File: config.mk
export PLATFORM = sky130hd
export DESIGN_NAME = overlap_feather_blend_unit
export DESIGN_NICKNAME = d
export VERILOG_FILES = /design/src/sv/ofb_pkg.sv /design/src/sv/overlap_feather_blend_unit.sv /design/src/sv/ofb_divider.sv
export SDC_FILE = /design/constraint.sdc
export NUM_CORES = 2
export LEC_CHECK = 0
export ABC_AREA = 0
export BUFFER_PORTS_ARGS = -buffer_cell sky130_fd_sc_hd__buf_4
export CORE_MARGIN = 1
export CORE_UTILIZATION = 40
export CTS_CLUSTER_DIAMETER = 150
export CTS_CLUSTER_SIZE = 20
export DETAILED_ROUTE_END_ITERATION = 8
export PLACE_DENSITY = 0.59
export SLEW_MARGIN = 20
export SYNTH_ARGS = -nofsm -noshare
export SYNTH_HDL_FRONTEND = slang
export SYNTH_HIERARCHICAL = 1
export SYNTH_SLANG_ARGS = --single-unit
File: constraint.sdc
create_clock -name i_clk -period 40.8 [get_ports i_clk]
set_clock_uncertainty 0.2 [all_clocks]
set_input_delay 10.2 -clock i_clk [delete_from_list [all_inputs] [get_ports i_clk]]
set_output_delay 10.2 -clock i_clk [all_outputs]
set_load 0.005 [all_outputs]
File: src/sv/ofb_pkg.sv
`timescale 1ns / 1ps

package ofb_pkg;

    localparam int COLUMN_W   = 12;
    localparam int WIDTH_W    = 13;
    localparam int PIX_W      = 8;
    localparam int NUM_W      = 21;
    localparam int DIV_STAGES = 8;
    localparam int ADDR_W     = 4;
    localparam int DATA_W     = 32;

    localparam logic [PIX_W-1:0] DARK_RESET = 8'd50;

    // Register index, taken from paddr[3:2].
    typedef enum logic [1:0] {
        REG_START = 2'd0,
        REG_WIDTH = 2'd1,
        REG_DARK  = 2'd2
    } t_reg_idx;

    typedef struct packed {
        logic [PIX_W-1:0] blue;
        logic [PIX_W-1:0] green;
        logic [PIX_W-1:0] red;
    } t_pixel;

    // Numerator of one blended channel. With d no larger than the width the
    // sum fits in 21 bits, so the carry bit is dropped.
    function automatic logic [NUM_W-1:0] blend_num(
        input logic [PIX_W-1:0]   left,
        input logic [PIX_W-1:0]   warped,
        input logic [WIDTH_W-1:0] d,
        input logic [WIDTH_W-1:0] wd
    );
        logic [NUM_W:0] sum;
        sum = (NUM_W+1)'(left * wd) + (NUM_W+1)'(warped * d);
        return sum[NUM_W-1:0];
    endfunction

endpackage

File: src/sv/overlap_feather_blend_unit.sv
`timescale 1ns / 1ps
// Depth: eleven register stages from the input to the output register.
// Throughput: one transaction per cycle; the eight-stage divider sets the depth.
// The pipeline stalls as a whole while the output register holds an untaken result.
// Reset (synchronous, active low) clears all valid bits and loads the register
// reset values: start 0, width MAX_COLUMNS, dark threshold 50.

module overlap_feather_blend_unit #(
    parameter int MAX_COLUMNS = 4096
) (
    input  logic                          i_clk,
    input  logic                          i_rst_n,
    // Configuration port
    input  logic                          psel,
    input  logic                          penable,
    input  logic                          pwrite,
    input  logic [ofb_pkg::ADDR_W-1:0]    paddr,
    input  logic [ofb_pkg::DATA_W-1:0]    pwdata,
    output logic [ofb_pkg::DATA_W-1:0]    prdata,
    output logic                          pready,
    // Pixel input
    input  logic                          i_in_valid,
    output logic                          o_in_ready,
    input  logic [ofb_pkg::COLUMN_W-1:0]  i_column,
    input  logic [ofb_pkg::PIX_W-1:0]     i_left_blue,
    input  logic [ofb_pkg::PIX_W-1:0]     i_left_green,
    input  logic [ofb_pkg::PIX_W-1:0]     i_left_red,
    input  logic [ofb_pkg::PIX_W-1:0]     i_warped_blue,
    input  logic [ofb_pkg::PIX_W-1:0]     i_warped_green,
    input  logic [ofb_pkg::PIX_W-1:0]     i_warped_red,
    // Blended output
    output logic                          o_out_valid,
    input  logic                          i_out_ready,
    output logic [ofb_pkg::PIX_W-1:0]     o_out_blue,
    output logic [ofb_pkg::PIX_W-1:0]     o_out_green,
    output logic [ofb_pkg::PIX_W-1:0]     o_out_red
);

    localparam int Stages = ofb_pkg::DIV_STAGES;
    localparam logic [ofb_pkg::WIDTH_W-1:0] WidthReset = ofb_pkg::WIDTH_W'(MAX_COLUMNS);

    // ------------------------------------------------------------------
    // Configuration registers, read live by every stage. The user must
    // write them only while the pipeline is empty; this is not enforced.
    // ------------------------------------------------------------------
    logic [ofb_pkg::COLUMN_W-1:0] r_start;
    logic [ofb_pkg::WIDTH_W-1:0]  r_width;
    logic [ofb_pkg::PIX_W-1:0]    r_dark;
    logic                         w_wr;
    ofb_pkg::t_reg_idx            w_idx;

    assign pready = 1'b1;
    assign w_wr   = psel && penable && pwrite;
    assign w_idx  = ofb_pkg::t_reg_idx'(paddr[3:2]);

    always_ff @(posedge i_clk) begin
        if (!i_rst_n) begin
            r_start <= '0;
            r_width <= WidthReset;
            r_dark  <= ofb_pkg::DARK_RESET;
        end else if (w_wr) begin
            case (w_idx)
                ofb_pkg::REG_START: r_start <= pwdata[ofb_pkg::COLUMN_W-1:0];
                ofb_pkg::REG_WIDTH: r_width <= pwdata[ofb_pkg::WIDTH_W-1:0];
                ofb_pkg::REG_DARK:  r_dark  <= pwdata[ofb_pkg::PIX_W-1:0];
                default: ;
            endcase
        end
    end

    always_comb begin
        case (w_idx)
            ofb_pkg::REG_START: prdata = ofb_pkg::DATA_W'(r_start);
            ofb_pkg::REG_WIDTH: prdata = ofb_pkg::DATA_W'(r_width);
            ofb_pkg::REG_DARK:  prdata = ofb_pkg::DATA_W'(r_dark);
            default:            prdata = '0;
        endcase
    end

    // ------------------------------------------------------------------
    // Flow control. The whole pipeline moves together; it holds only when
    // the output register carries a result that the sink has not taken.
    // ------------------------------------------------------------------
    logic r_out_vld;
    logic w_en;

    assign w_en       = !r_out_vld || i_out_ready;
    assign o_in_ready = w_en;

    // ------------------------------------------------------------------
    // Stage 1: clamp the offset into the overlap, form the complementary
    // weight, and decide whether the warped pixel is empty fill. A zero
    // width also selects the reference pixel, so no division by zero is
    // ever used.
    // ------------------------------------------------------------------
    logic [ofb_pkg::COLUMN_W-1:0] w_diff;
    logic [ofb_pkg::WIDTH_W-1:0]  w_d_raw;
    logic [ofb_pkg::WIDTH_W-1:0]  n_d;
    logic [ofb_pkg::WIDTH_W-1:0]  n_wd;
    logic                         n_bypass;

    assign w_diff   = i_column - r_start;
    assign w_d_raw  = (i_column <= r_start) ? '0 : ofb_pkg::WIDTH_W'(w_diff);
    assign n_d      = (w_d_raw > r_width) ? r_width : w_d_raw;
    assign n_wd     = r_width - n_d;
    assign n_bypass = ((i_warped_blue < r_dark) && (i_warped_green < r_dark)
                       && (i_warped_red < r_dark)) || (r_width == '0);

    logic                        r_s1_vld;
    logic [ofb_pkg::WIDTH_W-1:0] r_s1_d;
    logic [ofb_pkg::WIDTH_W-1:0] r_s1_wd;
    logic                        r_s1_bypass;
    ofb_pkg::t_pixel             r_s1_left;
    ofb_pkg::t_pixel             r_s1_warp;

    always_ff @(posedge i_clk) begin
        if (!i_rst_n) begin
            r_s1_vld <= 1'b0;
        end else if (w_en) begin
            r_s1_vld <= i_in_valid;
        end
    end

    always_ff @(posedge i_clk) begin
        if (w_en) begin
            r_s1_d      <= n_d;
            r_s1_wd     <= n_wd;
            r_s1_bypass <= n_bypass;
            r_s1_left   <= '{blue: i_left_blue, green: i_left_green, red: i_left_red};
            r_s1_warp   <= '{blue: i_warped_blue, green: i_warped_green, red: i_warped_red};
        end
    end

    // ------------------------------------------------------------------
    // Stage 2: weighted numerator of each channel, two 8 x 13 products
    // and one add per channel.
    // ------------------------------------------------------------------
    logic                      r_s2_vld;
    logic                      r_s2_bypass;
    ofb_pkg::t_pixel           r_s2_left;
    logic [ofb_pkg::NUM_W-1:0] r_s2_num_b;
    logic [ofb_pkg::NUM_W-1:0] r_s2_num_g;
    logic [ofb_pkg::NUM_W-1:0] r_s2_num_r;

    always_ff @(posedge i_clk) begin
        if (!i_rst_n) begin
            r_s2_vld <= 1'b0;
        end else if (w_en) begin
            r_s2_vld <= r_s1_vld;
        end
    end

    always_ff @(posedge i_clk) begin
        if (w_en) begin
            r_s2_bypass <= r_s1_bypass;
            r_s2_left   <= r_s1_left;
            r_s2_num_b  <= ofb_pkg::blend_num(r_s1_left.blue, r_s1_warp.blue,
                                              r_s1_d, r_s1_wd);
            r_s2_num_g  <= ofb_pkg::blend_num(r_s1_left.green, r_s1_warp.green,
                                              r_s1_d, r_s1_wd);
            r_s2_num_r  <= ofb_pkg::blend_num(r_s1_left.red, r_s1_warp.red,
                                              r_s1_d, r_s1_wd);
        end
    end

    // ------------------------------------------------------------------
    // Stages 3 to 10: one divider per channel. The numerator is a convex
    // combination of two 8-bit values times the width, so the quotient
    // always fits in eight bits.
    // ------------------------------------------------------------------
    logic [ofb_pkg::PIX_W-1:0] w_quot_b;
    logic [ofb_pkg::PIX_W-1:0] w_quot_g;
    logic [ofb_pkg::PIX_W-1:0] w_quot_r;

    ofb_divider u_div_blue (
        .i_clk  (i_clk),
        .i_en   (w_en),
        .i_num  (r_s2_num_b),
        .i_den  (r_width),
        .o_quot (w_quot_b)
    );

    ofb_divider u_div_green (
        .i_clk  (i_clk),
        .i_en   (w_en),
        .i_num  (r_s2_num_g),
        .i_den  (r_width),
        .o_quot (w_quot_g)
    );

    ofb_divider u_div_red (
        .i_clk  (i_clk),
        .i_en   (w_en),
        .i_num  (r_s2_num_r),
        .i_den  (r_width),
        .o_quot (w_quot_r)
    );

    // The valid bit, the bypass flag and the reference pixel travel beside
    // the divider stages so that they meet the quotient at the output.
    logic            r_dl_vld    [Stages];
    logic            r_dl_bypass [Stages];
    ofb_pkg::t_pixel r_dl_left   [Stages];

    always_ff @(posedge i_clk) begin
        if (!i_rst_n) begin
            for (int i = 0; i < Stages; i++) begin
                r_dl_vld[i] <= 1'b0;
            end
        end else if (w_en) begin
            r_dl_vld[0] <= r_s2_vld;
            for (int i = 1; i < Stages; i++) begin
                r_dl_vld[i] <= r_dl_vld[i-1];
            end
        end
    end

    always_ff @(posedge i_clk) begin
        if (w_en) begin
            r_dl_bypass[0] <= r_s2_bypass;
            r_dl_left[0]   <= r_s2_left;
            for (int i = 1; i < Stages; i++) begin
                r_dl_bypass[i] <= r_dl_bypass[i-1];
                r_dl_left[i]   <= r_dl_left[i-1];
            end
        end
    end

    // ------------------------------------------------------------------
    // Stage 11: output register. Empty fill and a zero width pass the
    // reference pixel unchanged; otherwise the quotients are the result.
    // ------------------------------------------------------------------
    ofb_pkg::t_pixel n_out;
    ofb_pkg::t_pixel r_out;

    assign n_out = r_dl_bypass[Stages-1] ? r_dl_left[Stages-1]
                 : ofb_pkg::t_pixel'{blue: w_quot_b, green: w_quot_g, red: w_quot_r};

    always_ff @(posedge i_clk) begin
        if (!i_rst_n) begin
            r_out_vld <= 1'b0;
        end else if (w_en) begin
            r_out_vld <= r_dl_vld[Stages-1];
        end
    end

    always_ff @(posedge i_clk) begin
        if (w_en) begin
            r_out <= n_out;
        end
    end

    assign o_out_valid = r_out_vld;
    assign o_out_blue  = r_out.blue;
    assign o_out_green = r_out.green;
    assign o_out_red   = r_out.red;

endmodule

File: src/sv/ofb_divider.sv
`timescale 1ns / 1ps

// Restoring divider, one quotient bit per register stage, most significant
// bit first. The numerator must be below 256 times the divisor.
module ofb_divider (
    input  logic                           i_clk,
    input  logic                           i_en,
    input  logic [ofb_pkg::NUM_W-1:0]      i_num,
    input  logic [ofb_pkg::WIDTH_W-1:0]    i_den,
    output logic [ofb_pkg::PIX_W-1:0]      o_quot
);

    logic [ofb_pkg::NUM_W-1:0] w_rem_in [ofb_pkg::DIV_STAGES];
    logic [ofb_pkg::PIX_W-1:0] w_quo_in [ofb_pkg::DIV_STAGES];
    logic [ofb_pkg::PIX_W-1:0] r_quo    [ofb_pkg::DIV_STAGES];

    assign w_rem_in[0] = i_num;
    assign w_quo_in[0] = '0;

    for (genvar j = 0; j < ofb_pkg::DIV_STAGES; j++) begin : g_stage
        localparam int Shift = ofb_pkg::DIV_STAGES - 1 - j;

        logic [ofb_pkg::NUM_W-1:0] w_div;
        logic                      w_fit;
        logic [ofb_pkg::PIX_W-1:0] n_quo;

        assign w_div = ofb_pkg::NUM_W'(i_den) << Shift;
        assign w_fit = (w_rem_in[j] >= w_div);
        assign n_quo = w_fit ? (w_quo_in[j] | (ofb_pkg::PIX_W'(1) << Shift)) : w_quo_in[j];

        always_ff @(posedge i_clk) begin
            if (i_en) begin
                r_quo[j] <= n_quo;
            end
        end

        if (j < ofb_pkg::DIV_STAGES - 1) begin : g_rem
            logic [ofb_pkg::NUM_W-1:0] n_rem;
            logic [ofb_pkg::NUM_W-1:0] r_rem;

            assign n_rem = w_fit ? (w_rem_in[j] - w_div) : w_rem_in[j];

            always_ff @(posedge i_clk) begin
                if (i_en) begin
                    r_rem <= n_rem;
                end
            end

            assign w_rem_in[j+1] = r_rem;
            assign w_quo_in[j+1] = r_quo[j];
        end
    end

    assign o_quot = r_quo[ofb_pkg::DIV_STAGES-1];

endmodule
==> qor.yml <==
fin_util_pct: 43.36
end_kind: "output port"
synth_ff_type: "edfxtp_1"
ys_ff_latch: 980
synthTopCellsByArea: "edfxtp_1, fa_1, ha_1, inv_1, nand2_1"
clock_sinks: 980
async_flop_share_pct: 0
io_pins: 162
clk_transition_reported_paths_ps: 90
chipWidth_um: 425.0
min_to: "r_dl_left[1][92]"
grt_first_pass_wirelength_um: 259000
r2r_end: "r_s2_num_g[19]"
syn2layout_area_growth_pct: 7.178
antenna_found_initial: 6
drtIter0Drc: 3479
vias_per_cell: 5.273
synth_edf_count: 939
cp.arrival_ps: 11740
numCtsBuffers: 57
track_usage_pct: 18.13
postSynthAreaPerCell_um2: 10.99
die_height_um: 425.0
r2r_slack_ps: 34200
drv_slew: 0
max_freq_ghz: 0.04517
core_area_um2: 176900
gp_congestion: 0.9136
syn_area_um2: 71560
die_area_um2: 180600
postRouteAntennaNets: 0
h-tree-depth: 2
status: "completed"
finalHoldViolCount: 0
crit_path_start_kind: "input pin"
port_buffers: 120
fin_ws_ps: 18660
r2r-start: "r_s1_warp[10]"
grt_max_degree: 151
drc_errors: 0
synth_top_area_share_pct: 39.40
min_path_type: "reg2reg"
synth_area_leader_cell: "edfxtp_1"
setup.worst_path.start: "i_out_ready"
finalSetupViolCount: 0
fin_crit_ps: 22140
postCtsSetupRepairBufs: 0
grt_setup_unrepaired: "no"
drt-total-wl_um: 164500
slew_headroom_pct: 28.61
pre_cts_ws_ps: 18630
start_util_pct: 40.45
first_pass_iters: 5
num_vias: 47140
yosysWarnings: 6
hold_depth: 0
grt_remaining_overflow: 0
grt_pass1_vias: 46960
crit_fanout: 104
nets: 7769
cts_resized: 0
tightest_slew_ps: 1068
fp-row-count: 154
reg2reg_depth: 17
clock_latency_ps: 700
drive_above_1_share_pct: 6.609
crit_type: "in2out"
yosysSeqAreaShare_pct: 40.55
tns_ps: 0
hold_buffers: 0
dp_hpwl_um: 123900
clockBufferDepth: 3
hp-start: "r_dl_left[1][68]"
post-route-period-util_pct: 54.26
wire_per_inst_um: 18.40
root_buffer: "clkbuf_16"
required_ps: 30400
cts_tree: "yes"
yosysUniqueCellTypes: 115
syn_inst: 6509
max_cap_violations: 0
==> flip-flops by register name (all words and copies together) (netlist names), 12 cells and up <==
name	flops
r_s1_left	24
u_div_blue/g_stage.g_rem.r_rem	147
r_width	13
r_s2_left	24
u_div_red/g_stage.g_rem.r_rem	147
r_start	12
u_div_red/r_quo	36
u_div_green/g_stage.g_rem.r_rem	147
u_div_green/r_quo	36
u_div_blue/r_quo	36
r_s2_num_g	21
r_s2_num_r	21
r_s2_num_b	21
r_dl_left	192
r_s1_d	13
r_s1_warp	24
r_s1_wd	13
==> final cells by class <==
class,count,area [um^2]
fill,16580,100200
multi-input combinational,4574,38820
sequential,980,29020
inverter,779,2934
tap,2340,2928
clock buffer,77,1501
timing repair buffer,180,1379
clock inverter,7,98.84
antenna,4,10.01
==> cell usage in the layout (no fill, tap or decap), types with 26 or more instances in the layout <==
master | netlist | final
edfxtp_1 | 939 | 939
inv_1 | 772 | 772
nand2_1 | 615 | 615
ha_1 | 573 | 573
fa_1 | 521 | 521
nor2_1 | 351 | 351
and2_1 | 327 | 327
a21oi_1 | 316 | 316
o21ai_0 | 251 | 251
xnor2_1 | 179 | 179
buf_4 | 23 | 176
xor2_1 | 129 | 129
mux2_2 | 114 | 114
nand3_1 | 90 | 90
o21a_1 | 85 | 85
a21o_1 | 82 | 82
nor3_1 | 73 | 72
nor2b_1 | 71 | 71
nand2b_1 | 65 | 65
clkbuf_16 | 0 | 57
nand4_1 | 53 | 53
mux2i_1 | 52 | 52
a211oi_1 | 49 | 49
nor4_1 | 44 | 44
o211ai_1 | 42 | 42
a21boi_0 | 39 | 39
dfxtp_1 | 41 | 39
or3_1 | 31 | 31
o31ai_1 | 29 | 27
a31oi_1 | 26 | 26
==> cell families after synthesis <==
logic type | Yosys count | synth area share, %
other | 2 | 0.01049
AO/OA/AOI/OAI | 1114 | 10.08
multiplexers | 170 | 2.584
flip-flops | 980 | 40.55
AND/OR/NAND/NOR | 1867 | 13.10
buffers and inverters | 974 | 5.315
XOR/XNOR | 308 | 3.770
adder cells (fa/ha/maj) | 1094 | 24.59
==> through the flow <==
stage               instance area, um^2  cells  hold slack [ps]
finish                            76690   8941            212.2
global route                      76680   8937            219.5
CTS                               76680   8937            202.6
detailed placement                75080   8853            204.5
global placement                  75050   8851            200.1
floorplan                         71630   6528            200.3
==> critical path, cell delays in order <==
cell and delay [ps]:
buf_4 100, nor2b_1 660, inv_8 430, buf_4 280
==> cells in the mapped netlist (31+ instances only) <==
master	count
edfxtp_1	939
inv_1	772
nand2_1	615
ha_1	573
fa_1	521
nor2_1	351
and2_1	327
a21oi_1	316
o21ai_0	251
xnor2_1	179
clkbuf_1	147
xor2_1	129
mux2_2	114
nand3_1	90
o21a_1	85
a21o_1	82
nor3_1	73
nor2b_1	71
nand2b_1	65
nand4_1	53
mux2i_1	52
a211oi_1	49
nor4_1	44
o211ai_1	42
dfxtp_1	41
a21boi_0	39
or3_1	31
==> per-layer routing <==
metal  global-route usage, %  part of all wire, %  wire length, um  vias up
met5                       0                    0                0        -
met4                   4.682                  2.6             4276        0
met3                   1.919                  4.3             7129      189
met2                   30.90                   48            79100     1016
met1                   24.52                   45            73980    23270
li1                        -                    -                -    22670
==> worst max-delay path by stage <==
stage                             to  slack (ps)  depth (start not counted)
final                     o_in_ready       18660                          4
after global routing      o_in_ready       18490                          4
after CTS                 o_in_ready       18620                          4
after detailed placement  o_in_ready       18630                          4
after global placement    o_in_ready       18640                          4
after floorplan           o_in_ready        2780                          3
Power is left out: the tool's default activity adds up to more than one toggle a clock period on the data nets, which glitch-free logic cannot reach.
